<file path="src/rtl/core/tcrc_pkg.sv">
// Shared types and constants of the text cell run coalescer.
// Holds the beat structs, command format and register indices; depends on nothing.

package tcrc_pkg;

   localparam int RUN_MAX_DEF = 32;
   localparam int CMD_DEPTH   = 2;
   localparam int OUT_DEPTH   = 2;

   localparam int CSR_IDX_W  = 3;
   localparam int CSR_DATA_W = 13;
   localparam int PIX_W      = 20;
   localparam int GLYPH_W    = 21;

   localparam logic [CSR_IDX_W-1:0] REG_VIEW_START_X = 3'd0;
   localparam logic [CSR_IDX_W-1:0] REG_VIEW_END_X   = 3'd1;
   localparam logic [CSR_IDX_W-1:0] REG_VIEW_START_Y = 3'd2;
   localparam logic [CSR_IDX_W-1:0] REG_VIEW_END_Y   = 3'd3;
   localparam logic [CSR_IDX_W-1:0] REG_COMPARE_OLD  = 3'd4;
   localparam logic [CSR_IDX_W-1:0] REG_FONT_WIDTH   = 3'd5;
   localparam logic [CSR_IDX_W-1:0] REG_FONT_HEIGHT  = 3'd6;
   localparam logic [CSR_IDX_W-1:0] REG_FONT_ASCENT  = 3'd7;

   localparam logic [11:0] RST_VIEW_START_X = 12'd0;
   localparam logic [12:0] RST_VIEW_END_X   = 13'd80;
   localparam logic [11:0] RST_VIEW_START_Y = 12'd0;
   localparam logic [12:0] RST_VIEW_END_Y   = 13'd25;
   localparam logic [7:0]  RST_FONT_WIDTH   = 8'd8;
   localparam logic [7:0]  RST_FONT_HEIGHT  = 8'd16;
   localparam logic [7:0]  RST_FONT_ASCENT  = 8'd12;

   typedef struct packed {
      logic [11:0]        cell_x;
      logic [11:0]        cell_y;
      logic [7:0]         new_color;
      logic [GLYPH_W-1:0] new_glyph;
      logic [7:0]         old_color;
      logic [GLYPH_W-1:0] old_glyph;
      logic               segment_end;
   } cell_type;

   typedef struct packed {
      logic [PIX_W-1:0]   pixel_x;
      logic [PIX_W-1:0]   pixel_y;
      logic [7:0]         run_color;
      logic [GLYPH_W-1:0] glyph;
      logic [4:0]         glyph_index;
      logic               run_last;
   } result_type;

   typedef struct packed {
      logic               flush_pre;
      logic               append;
      logic               flush_post;
      logic [GLYPH_W-1:0] glyph;
      logic [7:0]         color;
      logic [PIX_W-1:0]   pixel_x;
      logic [PIX_W-1:0]   pixel_y;
   } cmd_type;

endpackage

</file>
<file path="src/rtl/core/tcrc_fifo.sv">
// Small register queue with push/full and pop/empty sides.
// Generic over the item type; uses nothing from the package.

module tcrc_fifo #(
   parameter type ITEM_TYPE = logic,
   parameter int  DEPTH     = 2
) (
   input  logic     clock,
   input  logic     reset,
   input  logic     push,
   output logic     full,
   input  ITEM_TYPE wr_item,
   input  logic     pop,
   output logic     empty,
   output ITEM_TYPE rd_item
);

   localparam int PTR_W = (DEPTH > 1) ? $clog2(DEPTH) : 1;
   localparam int CNT_W = $clog2(DEPTH + 1);

   ITEM_TYPE         store_ff [DEPTH];
   logic [PTR_W-1:0] wr_ptr_ff, wr_ptr_in;
   logic [PTR_W-1:0] rd_ptr_ff, rd_ptr_in;
   logic [CNT_W-1:0] count_ff, count_in;
   logic             do_push, do_pop;

   assign full    = (count_ff == CNT_W'(DEPTH));
   assign empty   = (count_ff == '0);
   assign rd_item = store_ff[rd_ptr_ff];
   assign do_push = push && !full;
   assign do_pop  = pop && !empty;

   always_comb begin
      wr_ptr_in = wr_ptr_ff;
      rd_ptr_in = rd_ptr_ff;
      count_in  = count_ff;
      if (do_push) begin
         wr_ptr_in = (wr_ptr_ff == PTR_W'(DEPTH - 1)) ? '0 : wr_ptr_ff + PTR_W'(1);
      end
      if (do_pop) begin
         rd_ptr_in = (rd_ptr_ff == PTR_W'(DEPTH - 1)) ? '0 : rd_ptr_ff + PTR_W'(1);
      end
      if (do_push && !do_pop) begin
         count_in = count_ff + CNT_W'(1);
      end else if (do_pop && !do_push) begin
         count_in = count_ff - CNT_W'(1);
      end
   end

   always_ff @(posedge clock) begin
      if (reset) begin
         wr_ptr_ff <= '0;
         rd_ptr_ff <= '0;
         count_ff  <= '0;
      end else begin
         wr_ptr_ff <= wr_ptr_in;
         rd_ptr_ff <= rd_ptr_in;
         count_ff  <= count_in;
      end
   end

   always_ff @(posedge clock) begin
      if (do_push) begin
         store_ff[wr_ptr_ff] <= wr_item;
      end
   end

endmodule

</file>
<file path="src/rtl/core/tcrc_front.sv">
// Front end: register file, cell intake, window and change classification, run origin.
// Tracks the run length and colour to decide flushes; depends on tcrc_pkg.

module tcrc_front #(
   parameter int RUN_MAX = tcrc_pkg::RUN_MAX_DEF
) (
   input  logic                             clock,
   input  logic                             reset,
   input  logic                             req_push,
   output logic                             req_full,
   input  tcrc_pkg::cell_type               req_cell,
   input  logic                             csr_valid,
   output logic                             csr_ready,
   input  logic [tcrc_pkg::CSR_IDX_W-1:0]   csr_index,
   input  logic [tcrc_pkg::CSR_DATA_W-1:0]  csr_data,
   output logic                             cmd_push,
   input  logic                             cmd_full,
   output tcrc_pkg::cmd_type                cmd_item
);

   localparam int CNT_W = $clog2(RUN_MAX + 1);
   localparam int PW    = tcrc_pkg::PIX_W;

   logic [11:0] vsx_ff, vsy_ff;
   logic [12:0] vex_ff, vey_ff;
   logic        cmp_ff;
   logic [7:0]  fw_ff, fh_ff, fa_ff;

   tcrc_pkg::cell_type cell_ff;
   logic               busy_ff, busy_in;
   logic [CNT_W-1:0]   cnt_ff, cnt_in;
   logic [7:0]         col_ff, col_in;

   logic             in_win, same, pre, app, post, need, done, accept;
   logic [CNT_W-1:0] cnt_mid, cnt_app;
   logic [PW-1:0]    px, py;

   assign csr_ready = 1'b1;

   always_comb begin
      in_win = (cell_ff.cell_x >= vsx_ff) && ({1'b0, cell_ff.cell_x} < vex_ff) &&
               (cell_ff.cell_y >= vsy_ff) && ({1'b0, cell_ff.cell_y} < vey_ff);
      same   = cmp_ff && (cell_ff.new_color == cell_ff.old_color) &&
               (cell_ff.new_glyph == cell_ff.old_glyph);
      pre    = in_win && (cnt_ff != '0) &&
               ((cell_ff.new_color != col_ff) || same || (cnt_ff >= CNT_W'(RUN_MAX)));
      cnt_mid = pre ? '0 : cnt_ff;
      app     = in_win && !same;
      cnt_app = app ? cnt_mid + CNT_W'(1) : cnt_mid;
      post    = cell_ff.segment_end && (cnt_app != '0);
      need    = pre || app || post;
      done    = busy_ff && (!need || !cmd_full);
      px = PW'((PW'(cell_ff.cell_x) - PW'(vsx_ff)) * PW'(fw_ff));
      py = PW'((PW'(cell_ff.cell_y) - PW'(vsy_ff)) * PW'(fh_ff)) + PW'(fa_ff);
   end

   assign req_full = busy_ff && !done;
   assign accept   = req_push && !req_full;
   assign cmd_push = busy_ff && need && !cmd_full;

   always_comb begin
      cmd_item.flush_pre  = pre;
      cmd_item.append     = app;
      cmd_item.flush_post = post;
      cmd_item.glyph      = cell_ff.new_glyph;
      cmd_item.color      = cell_ff.new_color;
      cmd_item.pixel_x    = px;
      cmd_item.pixel_y    = py;
   end

   always_comb begin
      busy_in = done ? accept : (busy_ff || accept);
      cnt_in  = cnt_ff;
      col_in  = col_ff;
      if (done) begin
         cnt_in = post ? '0 : cnt_app;
         if (app && (cnt_mid == '0)) begin
            col_in = cell_ff.new_color;
         end
      end
   end

   always_ff @(posedge clock) begin
      if (reset) begin
         busy_ff <= 1'b0;
         cnt_ff  <= '0;
         col_ff  <= '0;
      end else begin
         busy_ff <= busy_in;
         cnt_ff  <= cnt_in;
         col_ff  <= col_in;
      end
   end

   always_ff @(posedge clock) begin
      if (accept) begin
         cell_ff <= req_cell;
      end
   end

   always_ff @(posedge clock) begin
      if (reset) begin
         vsx_ff <= tcrc_pkg::RST_VIEW_START_X;
         vex_ff <= tcrc_pkg::RST_VIEW_END_X;
         vsy_ff <= tcrc_pkg::RST_VIEW_START_Y;
         vey_ff <= tcrc_pkg::RST_VIEW_END_Y;
         cmp_ff <= 1'b0;
         fw_ff  <= tcrc_pkg::RST_FONT_WIDTH;
         fh_ff  <= tcrc_pkg::RST_FONT_HEIGHT;
         fa_ff  <= tcrc_pkg::RST_FONT_ASCENT;
      end else if (csr_valid) begin
         unique case (csr_index)
            tcrc_pkg::REG_VIEW_START_X: vsx_ff <= csr_data[11:0];
            tcrc_pkg::REG_VIEW_END_X:   vex_ff <= csr_data[12:0];
            tcrc_pkg::REG_VIEW_START_Y: vsy_ff <= csr_data[11:0];
            tcrc_pkg::REG_VIEW_END_Y:   vey_ff <= csr_data[12:0];
            tcrc_pkg::REG_COMPARE_OLD:  cmp_ff <= csr_data[0];
            tcrc_pkg::REG_FONT_WIDTH:   fw_ff  <= csr_data[7:0];
            tcrc_pkg::REG_FONT_HEIGHT:  fh_ff  <= csr_data[7:0];
            tcrc_pkg::REG_FONT_ASCENT:  fa_ff  <= csr_data[7:0];
            default: ;
         endcase
      end
   end

endmodule

</file>
<file path="src/rtl/core/tcrc_back.sv">
// Back end: run buffer memory, run state and the flush sequencer that emits glyph beats.
// Executes commands from the front queue; depends on tcrc_pkg.

module tcrc_back #(
   parameter int RUN_MAX = tcrc_pkg::RUN_MAX_DEF
) (
   input  logic                 clock,
   input  logic                 reset,
   input  logic                 cmd_empty,
   output logic                 cmd_pop,
   input  tcrc_pkg::cmd_type    cmd_item,
   output logic                 out_push,
   input  logic                 out_full,
   output tcrc_pkg::result_type out_item
);

   localparam int CNT_W = $clog2(RUN_MAX + 1);
   localparam int IDX_W = (RUN_MAX > 1) ? $clog2(RUN_MAX) : 1;
   localparam int PW    = tcrc_pkg::PIX_W;

   localparam logic [1:0] ST_IDLE = 2'd0;
   localparam logic [1:0] ST_PRE  = 2'd1;
   localparam logic [1:0] ST_APP  = 2'd2;
   localparam logic [1:0] ST_POST = 2'd3;

   logic [tcrc_pkg::GLYPH_W-1:0] run_mem [RUN_MAX];

   logic [1:0]        state_ff, state_in;
   tcrc_pkg::cmd_type cmd_ff;
   logic [CNT_W-1:0]  iter_ff, iter_in;
   logic [CNT_W-1:0]  count_ff, count_in;
   logic [7:0]        color_ff;
   logic [PW-1:0]     px_ff, py_ff;

   logic                 rd_valid_ff, rd_valid_in;
   tcrc_pkg::result_type rd_meta_ff;

   logic flushing, flush_end, issue, write_run, set_origin;

   assign flushing  = (state_ff == ST_PRE) || (state_ff == ST_POST);
   assign flush_end = flushing && (iter_ff == count_ff);
   assign out_push  = rd_valid_ff;
   assign issue     = flushing && (iter_ff != count_ff) && (!rd_valid_ff || !out_full);
   assign cmd_pop   = (state_ff == ST_IDLE) && !cmd_empty;
   assign write_run = (state_ff == ST_APP);
   assign set_origin = write_run && (count_ff == '0);

   always_comb begin
      out_item = rd_meta_ff;
   end

   always_comb begin
      state_in    = state_ff;
      iter_in     = iter_ff;
      count_in    = count_ff;
      rd_valid_in = rd_valid_ff;
      if (issue) begin
         rd_valid_in = 1'b1;
         iter_in     = iter_ff + CNT_W'(1);
      end else if (!out_full) begin
         rd_valid_in = 1'b0;
      end
      unique case (state_ff)
         ST_IDLE: begin
            if (!cmd_empty) begin
               priority if (cmd_item.flush_pre) state_in = ST_PRE;
               else if (cmd_item.append)        state_in = ST_APP;
               else if (cmd_item.flush_post)    state_in = ST_POST;
               else                             state_in = ST_IDLE;
            end
         end
         ST_PRE: begin
            if (flush_end) begin
               count_in = '0;
               iter_in  = '0;
               priority if (cmd_ff.append)   state_in = ST_APP;
               else if (cmd_ff.flush_post)   state_in = ST_POST;
               else                          state_in = ST_IDLE;
            end
         end
         ST_APP: begin
            count_in = count_ff + CNT_W'(1);
            state_in = cmd_ff.flush_post ? ST_POST : ST_IDLE;
         end
         ST_POST: begin
            if (flush_end) begin
               count_in = '0;
               iter_in  = '0;
               state_in = ST_IDLE;
            end
         end
         default: state_in = ST_IDLE;
      endcase
   end

   always_ff @(posedge clock) begin
      if (reset) begin
         state_ff    <= ST_IDLE;
         iter_ff     <= '0;
         count_ff    <= '0;
         rd_valid_ff <= 1'b0;
         color_ff    <= '0;
         px_ff       <= '0;
         py_ff       <= '0;
      end else begin
         state_ff    <= state_in;
         iter_ff     <= iter_in;
         count_ff    <= count_in;
         rd_valid_ff <= rd_valid_in;
         if (set_origin) begin
            color_ff <= cmd_ff.color;
            px_ff    <= cmd_ff.pixel_x;
            py_ff    <= cmd_ff.pixel_y;
         end
      end
   end

   always_ff @(posedge clock) begin
      if (cmd_pop) begin
         cmd_ff <= cmd_item;
      end
   end

   always_ff @(posedge clock) begin
      if (write_run) begin
         run_mem[count_ff[IDX_W-1:0]] <= cmd_ff.glyph;
      end
   end

   always_ff @(posedge clock) begin
      if (issue) begin
         rd_meta_ff.glyph       <= run_mem[iter_ff[IDX_W-1:0]];
         rd_meta_ff.pixel_x     <= px_ff;
         rd_meta_ff.pixel_y     <= py_ff;
         rd_meta_ff.run_color   <= color_ff;
         rd_meta_ff.glyph_index <= 5'(iter_ff);
         rd_meta_ff.run_last    <= ((iter_ff + CNT_W'(1)) == count_ff);
      end
   end

endmodule

</file>
<file path="src/rtl/core/text_cell_run_coalescer.sv">
// Text cell run coalescer. A run's closing cell is registered in the front; its command
// crosses the command queue, the back registers it and goes from idle (via the append
// state if the cell is appended first) to a flush state, whose registered glyph read then
// crosses the result queue. The front takes one cell a cycle while the command queue has
// room; the back takes a command, appends, emits each beat and closes before the next one.
// Reset is synchronous: queues and run state empty, registers at defaults.

module text_cell_run_coalescer #(
   parameter int RUN_MAX = tcrc_pkg::RUN_MAX_DEF
) (
   input  logic                             clock,
   input  logic                             reset,
   input  logic                             req_push,
   output logic                             req_full,
   input  tcrc_pkg::cell_type               req_cell,
   output logic                             rsp_empty,
   input  logic                             rsp_pop,
   output tcrc_pkg::result_type             rsp_result,
   input  logic                             csr_valid,
   output logic                             csr_ready,
   input  logic [tcrc_pkg::CSR_IDX_W-1:0]   csr_index,
   input  logic [tcrc_pkg::CSR_DATA_W-1:0]  csr_data
);

   logic                 fq_push, fq_full, fq_pop, fq_empty;
   tcrc_pkg::cmd_type    fq_wr, fq_rd;
   logic                 oq_push, oq_full;
   tcrc_pkg::result_type oq_wr;

   tcrc_front #(
      .RUN_MAX (RUN_MAX)
   ) u_front (
      .clock     (clock),
      .reset     (reset),
      .req_push  (req_push),
      .req_full  (req_full),
      .req_cell  (req_cell),
      .csr_valid (csr_valid),
      .csr_ready (csr_ready),
      .csr_index (csr_index),
      .csr_data  (csr_data),
      .cmd_push  (fq_push),
      .cmd_full  (fq_full),
      .cmd_item  (fq_wr)
   );

   tcrc_fifo #(
      .ITEM_TYPE (tcrc_pkg::cmd_type),
      .DEPTH     (tcrc_pkg::CMD_DEPTH)
   ) u_cmd_q (
      .clock   (clock),
      .reset   (reset),
      .push    (fq_push),
      .full    (fq_full),
      .wr_item (fq_wr),
      .pop     (fq_pop),
      .empty   (fq_empty),
      .rd_item (fq_rd)
   );

   tcrc_back #(
      .RUN_MAX (RUN_MAX)
   ) u_back (
      .clock     (clock),
      .reset     (reset),
      .cmd_empty (fq_empty),
      .cmd_pop   (fq_pop),
      .cmd_item  (fq_rd),
      .out_push  (oq_push),
      .out_full  (oq_full),
      .out_item  (oq_wr)
   );

   tcrc_fifo #(
      .ITEM_TYPE (tcrc_pkg::result_type),
      .DEPTH     (tcrc_pkg::OUT_DEPTH)
   ) u_rsp_q (
      .clock   (clock),
      .reset   (reset),
      .push    (oq_push),
      .full    (oq_full),
      .wr_item (oq_wr),
      .pop     (rsp_pop),
      .empty   (rsp_empty),
      .rd_item (rsp_result)
   );

endmodule
</file>
<file path="config.mk">
export PLATFORM = sky130hd
export DESIGN_NAME = text_cell_run_coalescer
export DESIGN_NICKNAME = d
export VERILOG_FILES = /design/src/rtl/core/tcrc_pkg.sv /design/src/rtl/core/tcrc_fifo.sv /design/src/rtl/core/tcrc_front.sv /design/src/rtl/core/tcrc_back.sv /design/src/rtl/core/text_cell_run_coalescer.sv
export SDC_FILE = /design/constraint.sdc
export NUM_CORES = 2
export LEC_CHECK = 0
export ABC_AREA = 0
export ABC_CLOCK_PERIOD_IN_PS = 6750
export BUFFER_PORTS_ARGS = -buffer_cell sky130_fd_sc_hd__buf_2
export CAP_MARGIN = 10
export CORE_ASPECT_RATIO = 1.5
export CORE_MARGIN = 10
export CORE_UTILIZATION = 50
export CTS_BUF_LIST = sky130_fd_sc_hd__clkbuf_4 sky130_fd_sc_hd__clkbuf_8 sky130_fd_sc_hd__clkbuf_16
export DETAILED_ROUTE_END_ITERATION = 10
export HOLD_SLACK_MARGIN = 0.08
export PLACE_DENSITY = 0.77
export SETUP_SLACK_MARGIN = 0.02
export SLEW_MARGIN = 20
export SYNTH_ARGS = -nofsm -noshare
export SYNTH_HDL_FRONTEND = slang
export SYNTH_HIERARCHICAL = 1
export SYNTH_SLANG_ARGS = --single-unit
</file>
<file path="constraint.sdc">
create_clock -name clock -period 6.75 [get_ports clock]
set_input_delay 0.3375 -clock clock [delete_from_list [all_inputs] [get_ports clock]]
set_output_delay 0.3375 -clock clock [all_outputs]
set_load 0.05 [all_outputs]
</file>
---- After elaboration in Yosys (flattened, before gate mapping) ----
Memories as Yosys holds them, arrays and structs flattened. A register that Yosys moved wholly into a read port is not among the register bits.
Index checks and enable logic that the tools add are counted.
cells by class
  shifts and indexed selects .............. 0
  equality and inequality tests ........... 23
  multiply operators ...................... 2
  reduce and logical (&&, ||, !) cells .... 72
  bitwise operators ....................... 0
  $lt $le $gt $ge ......................... 5
  divide/modulo/power cells ............... 0
  mux-type cells .......................... 38
  add/sub/neg operators ................... 14
operator list
  cell                                                              number
  6-bit two-way mux                                                 7
  20-bit by 8-bit multiplier with 20-bit output                     2
  1-bit logical AND                                                 28
  12-bit by 13-bit < comparator with 1-bit output                   2
  12-bit by 12-bit subtractor with 13-bit output                    2
  12-bit >= comparator                                              2
  2-bit two-way mux                                                 12
  21-bit == test                                                    1
  20-bit by 8-bit adder with 20-bit output                          1
  2-bit AND reduction                                               10
  6-bit by 1-bit adder with 6-bit output (second input constant)    3
  1-bit two-way mux                                                 17
  1-bit zero test                                                   13
  3-bit == test (second input constant)                             4
  6-bit == test                                                     2
  6-bit zero test                                                   2
  6-bit one-hot mux with 2 select lines                             1
  6-bit nonzero test                                                2
  2-bit == test (second input constant)                             4
  8-bit == test                                                     1
  1-bit logical OR                                                  8
  8-bit inequality test                                             1
  2-bit one-hot mux with 4 select lines                             1
  3-bit by 2-bit == test with 1-bit output (second input constant)  2
  other kinds (14)                                                  26
storage, ports and cells
  bits in writable memories ............... 966
  word-level logic and storage cells ...... 199
  flip-flop bits (word level) ............. 369
  memories ................................ 3
  input bits .............................. 104
  latch bits .............................. 0
  output and inout bits ................... 78
  memory bits (read-only) ................. 0
memory list
  name              words  bits a word  read ports  clocked after memory_dff  wr ports  RTL line         source
  u_back.run_mem    32     21           1           1                         1         tcrc_back.sv:26  logic [tcrc_pkg::GLYPH_W-1:0] run_mem [RUN_MAX];
  u_rsp_q.store_ff  2      75           1           1                         1         tcrc_fifo.sv:21  ITEM_TYPE store_ff [DEPTH];
  u_cmd_q.store_ff  2      72           1           1                         1         tcrc_fifo.sv:21

---- Longest topological paths before layout ----
  depth after elaboration ................. 21
  mapped depth ............................ 29
  mapped depth without buffers ............ 29

---- Hierarchy ----
Netlist, hierarchy kept.
modules (own cells, without submodules)
  module                sequential area each (um^2)  cells an instance  instances  area an instance (um^2)
  tcrc_back             25824.8                      1541               1          32192.1
  tcrc_front            4294.1                       1720               1          15876.5
  tcrc_fifo at u_rsp_q  4604.4                       258                1          5640.4
  tcrc_fifo at u_cmd_q  4424.2                       249                1          5392.7

---- Least setup slack after synthesis ----
Ideal clock, no wire load.
  path kind ............................... register to register
  start ................................... reg u_front/cell_ff[72] (netlist name)
  end ..................................... reg u_front/cell_ff[0] (netlist name), enable pin
  library setup time ...................... 0.533 ns
  clock period less this slack ............ 6.745 ns
  arrival ................................. 6.212 ns
  stages on the path, launching flop included .. 10
  setup slack ............................. 0.005 ns
  data required time ...................... 6.217 ns
  path buffers ............................ 0
  cell sequence ........................... edfxtp_1 ha_1 nor2b_1 o31ai_1 a21oi_1 nor4b_1 and4bb_1 a22oi_1 nor3_1 nor2b_1
on the way
  cells in the longest elaborated chain, start to end .. 19
  elaborated cells on any way between the ends .. 22
  those cells by class .................... add/sub (1); order compare (2); mux (2); reduce/logical (17)
RTL lines
  what                                                                                     RTL line                       source
  from (decl)                                                                              tcrc_front.sv:29               tcrc_pkg::cell_type cell_ff;
  from (signal assigned)                                                                   tcrc_front.sv:97               cell_ff <= req_cell;
  12-bit by 13-bit < comparator with 1-bit output or 12-bit >= comparator (tied branches)  tcrc_front.sv:41               in_win = (cell_ff.cell_x >= vsx_ff) && ({1'b0, cell_ff.cell_x} < vex_ff) &&
  1-bit logical AND (*) (2 in series)                                                      tcrc_front.sv:41
  1-bit logical AND (*)                                                                    tcrc_front.sv:42               (cell_ff.cell_y >= vsy_ff) && ({1'b0, cell_ff.cell_y} < vey_ff);
  1-bit logical AND (2 in series)                                                          tcrc_front.sv:45               pre = in_win && (cnt_ff != '0) &&
  6-bit two-way mux                                                                        tcrc_front.sv:47               cnt_mid = pre ? '0 : cnt_ff;
  6-bit by 1-bit adder with 6-bit output                                                   tcrc_front.sv:49               cnt_app = app ? cnt_mid + CNT_W'(1) : cnt_mid;
  6-bit two-way mux                                                                        tcrc_front.sv:49
  6-bit nonzero test                                                                       tcrc_front.sv:50               post = cell_ff.segment_end && (cnt_app != '0);
  [... 3 more ...]                                                                         n/a
  1-bit logical OR (*)                                                                     tcrc_front.sv:52               done = busy_ff && (!need || !cmd_full);
  1-bit logical AND (*)                                                                    tcrc_front.sv:52
  1-bit zero test (*)                                                                      tcrc_front.sv:57               assign req_full = busy_ff && !done;
  1-bit logical AND (*)                                                                    tcrc_front.sv:57
  via req_full                                                                             text_cell_run_coalescer.sv:14  output logic req_full,
  1-bit zero test (*)                                                                      tcrc_front.sv:58               assign accept = req_push && !req_full;
  1-bit logical AND (*)                                                                    tcrc_front.sv:58
  via u_front.accept                                                                       tcrc_front.sv:34               logic in_win, same, pre, app, post, need, done, accept;
Mark *: on every way through the listed nets, which the timed path passes. The rest lies on a longest branch.
A chain may end at the register's enable or synchronous reset.

==> results.json <==
{
  "yosysWarnings": 6,
  "synth-seq-area-share_pct": 66.2,
  "hpwl_um": 86800,
  "peakVddDrop_uv": 290,
  "clock_sinks": 1358,
  "critPathTopFamily": "adder cells",
  "syn_avg_cell_area_um2": 15.7,
  "layout-drive-gt1-share_pct": 22.0,
  "p_int_mw": 13.8,
  "finalCritPeriodShare_pct": 97.1,
  "pwr-share-seq_pct": 51.3,
  "period_needed_ns": 6.55,
  "synthToLayoutAreaGrowth_pct": 14.1,
  "syn_area_um2": 59100,
  "synthArstFlopShare_pct": 0,
  "gp_congestion": 0.862,
  "synth_edf_count": 1195,
  "grt_pass1_wl_um": 203000,
  "crit_arrival_ns": 7.02,
  "n_fill_cell": 8682,
  "routed_wl_um": 132000,
  "p_clk_share_pct": 37.6,
  "leakage_nw": 23.2,
  "ant_nets": 0,
  "clock-skew-final_ns": 0.0304,
  "hold_violations": 0,
  "power.density_nw_per_um2": 272,
  "switching_share_pct": 24.5,
  "drv_slew": 0,
  "hp-start": "rsp_pop",
  "syn_nets": 4187,
  "rsz0062_at_grt": "yes",
  "critPathLaunchType": "register",
  "drcViolationCount": 0,
  "grt_overflow": 0,
  "slowest_delay_ns": 0.55,
  "cp_num_buf_inv": 5,
  "clk_pin_slew_worst_paths_ns": 0.07,
  "initial_core_util_pct": 50.4,
  "critPathKind": "reg2reg",
  "holdWs_ns": 0.145,
  "cts_inserted_buffers": 118,
  "io_buffers": 180,
  "worst-path-max-fanout": 2,
  "final_nets": 4522,
  "vias": 32700,
  "grt_max_degree": 88,
  "max_slew_margin_pct": 28.9,
  "fin_cells": 5768,
  "critPathLaunch": "u_front/cell_ff[60]$_DFFE_PP_",
  "yosysUniqueCellTypes": 76,
  "setup_violations": 0,
  "chipWidth_um": 301,
  "drtPass1Iterations": 5,
  "end_kind": "register",
  "post_drt_wl_per_cell_um": 22.9,
  "coreArea_um2": 117000,
  "switchingPower_mw": 4.49,
  "worstPathRequired_ns": 7.21,
  "max-cap-violations": 0,
  "place_inst": 5432,
  "tightest_slew_ns": 1.07,
  "die_h_um": 441,
  "antenna_found_initial": 6,
  "dieArea_um2": 133000,
  "routed_via_density": 5.68,
  "cts_tree": "yes",
  "min_path_type": "in2reg",
  "ys_ff_latch": 1358,
  "final_core_util_pct": 57.5,
  "cts_root_buffer": "clkbuf_16",
  "r2r-start": "u_front/cell_ff[60]$_DFFE_PP_",
  "synthFlopType": "edfxtp_1",
  "rows": 154,
  "drt_iter0_drc": 2638,
  "htree_num_levels": 3,
  "combPwrFrac_pct": 11.0,
  "io_pins": 182,
  "fmax_mhz": 153,
  "status": "completed",
  "synthCells": 3768,
  "grt.total_usage_pct": 20.0,
  "cpMaxStageDelayCell": "fa_1",
  "grt_pass1_vias": 34300,
  "clk_path_buf_depth": 3,
  "clock_latency_ns": 0.75
}
==> placed cells by master (no fill, tap or decap), types with 83 or more instances in the layout <==
cell type and count:
dlygate4sd3_1 98, clkbuf_16 120, dfxtp_1 158, buf_2 179
buf_4 106, edfxtp_1 1195, a21oi_1 171, nand2_1 391
and2_1 87, o22ai_1 87, xnor2_1 83, inv_1 266
mux2_2 147, fa_1 163, mux4_2 168, ha_1 143
==> metrics by stage <==
stage / TNS (ns) / cell area, um2 / power, mW / worst slack [ns]
after global routing: -0.388 / 67400 / 18.9 / -0.137
after CTS: 0 / 67000 / 18.4 / 0.0145
after global placement: -0.135 / 61900 / 11.5 / -0.0677
final: 0 / 67400 / 18.3 / 0.196
after detailed placement: -0.642 / 61900 / 11.5 / -0.147
after floorplan: 0 / 59100 / 10.9 / 0.100
==> synthesized netlist by cell type (21+ instances only) <==
cell type	count	area [um2]
nand2_1	391	1470
mux4_2	168	3780
buf_2	37	185
mux2_2	147	1660
dfxtp_1	163	3260
o21ai_0	42	210
inv_1	273	1020
nor3_1	21	105
nand4_1	22	138
o22ai_1	87	544
and2_1	89	557
clkbuf_1	75	282
a21oi_1	185	926
nor2b_1	37	231
nor4_1	25	156
buf_4	48	360
edfxtp_1	1195	35900
fa_1	164	3280
nor2_1	111	417
xor2_1	28	245
xnor2_1	88	771
ha_1	151	1890
nand3_1	27	135
==> final timing paths <==
path / endpoint / slack [ns] / cells after the start
worst max-delay path: u_cmd_q/store_ff[0][19]$_DFFE_PP_ / 0.20 / 28
worst min-delay path: register / 0.15 / 4
worst max register to register: u_cmd_q/store_ff[0][19]$_DFFE_PP_ / 0.20 / 28
worst min register to register: u_back/out_item[41]$_DFFE_PP_ / 0.43 / 0
==> cell families after synthesis <==
group / count (synthesis) / share of synthesized area, %
DFF: 1358 / 66.2
buffers and inverters: 444 / 3.34
and+or+nand+nor: 803 / 6.49
AOI/OAI and AO/OA: 406 / 4.08
adders and majority gates: 315 / 8.75
other: 1 / 0.00634
muxes: 325 / 9.37
xor gates and xnor gates: 116 / 1.72
==> worst register-to-register path, delay by kind of cell, from the launching register on <==
family          cells  cell delay [ns]
flops               1             0.44
simple gates        4             0.70
fa+ha+maj           7             3.10
xor+xnor            2             0.28
buf+inv             5             0.21
compound gates     10             1.56
==> final cells by class <==
| type | instances | area, um2 | area share [%] |
|---|---|---|---|
| Clock inverter | 73 | 757 | 1.12 |
| Clock buffer | 150 | 3280 | 4.87 |
| Sequential cell | 1358 | 39200 | 58.1 |
| Multi-Input combinational cell | 1966 | 18500 | 27.5 |
| Inverter | 273 | 1030 | 1.52 |
| Antenna cell | 2 | 5.00 | 0.00742 |
| Tap cell | 1560 | 1950 | 2.90 |
| Timing Repair Buffer | 386 | 2720 | 4.03 |
==> registers in the layout, summed over array words and instances (netlist names), 8 cells and up, named ones only <==
signal and flops:
u_front/vsx_ff 12, u_front/col_ff 8, u_front/fa_ff 8, u_front/vey_ff 13, u_back/out_item 75, u_front/fw_ff 8, u_front/cmd_item 29, u_front/cell_ff 54
u_back/py_ff 20, u_front/vex_ff 13, u_back/px_ff 20, u_front/vsy_ff 12, u_rsp_q/store_ff 150, u_cmd_q/store_ff 144, u_back/cmd_ff 71, u_back/color_ff 8
u_back/run_mem 672, u_front/fh_ff 8
==> layer usage <==
layer / share of wire, % / vias to the layer above / GRT usage, %
met5: 0 / - / 0
met4: 4.1 / 0 / 8.83
met3: 6.2 / 267 / 3.02
met2: 54 / 1230 / 37.0
met1: 35 / 16700 / 22.5
li1: - / 14500 / -
==> power by group through the flow <==
| stage | clock network [mW] | logic, mW | registers (mW) |
|---|---|---|---|
| floorplan | 0 | 1.46 | 9.48 |
| global placement | 0 | 1.88 | 9.57 |
| detailed placement | 0 | 1.91 | 9.59 |
| CTS | 7.01 | 1.98 | 9.40 |
| global route | 7.34 | 2.19 | 9.42 |
| finish | 6.89 | 2.02 | 9.40 |
==> timing repair <==
action,in CTS,in global routing
pin swaps,3,48
hold buffers,98,0
setup buffers,2,10
setup endpoints to repair,6,22
gates cloned,0,0
endpoints found under the hold margin,171,0
gates resized for setup,8,66
Note: power is estimated with default switching activity, not from simulation.
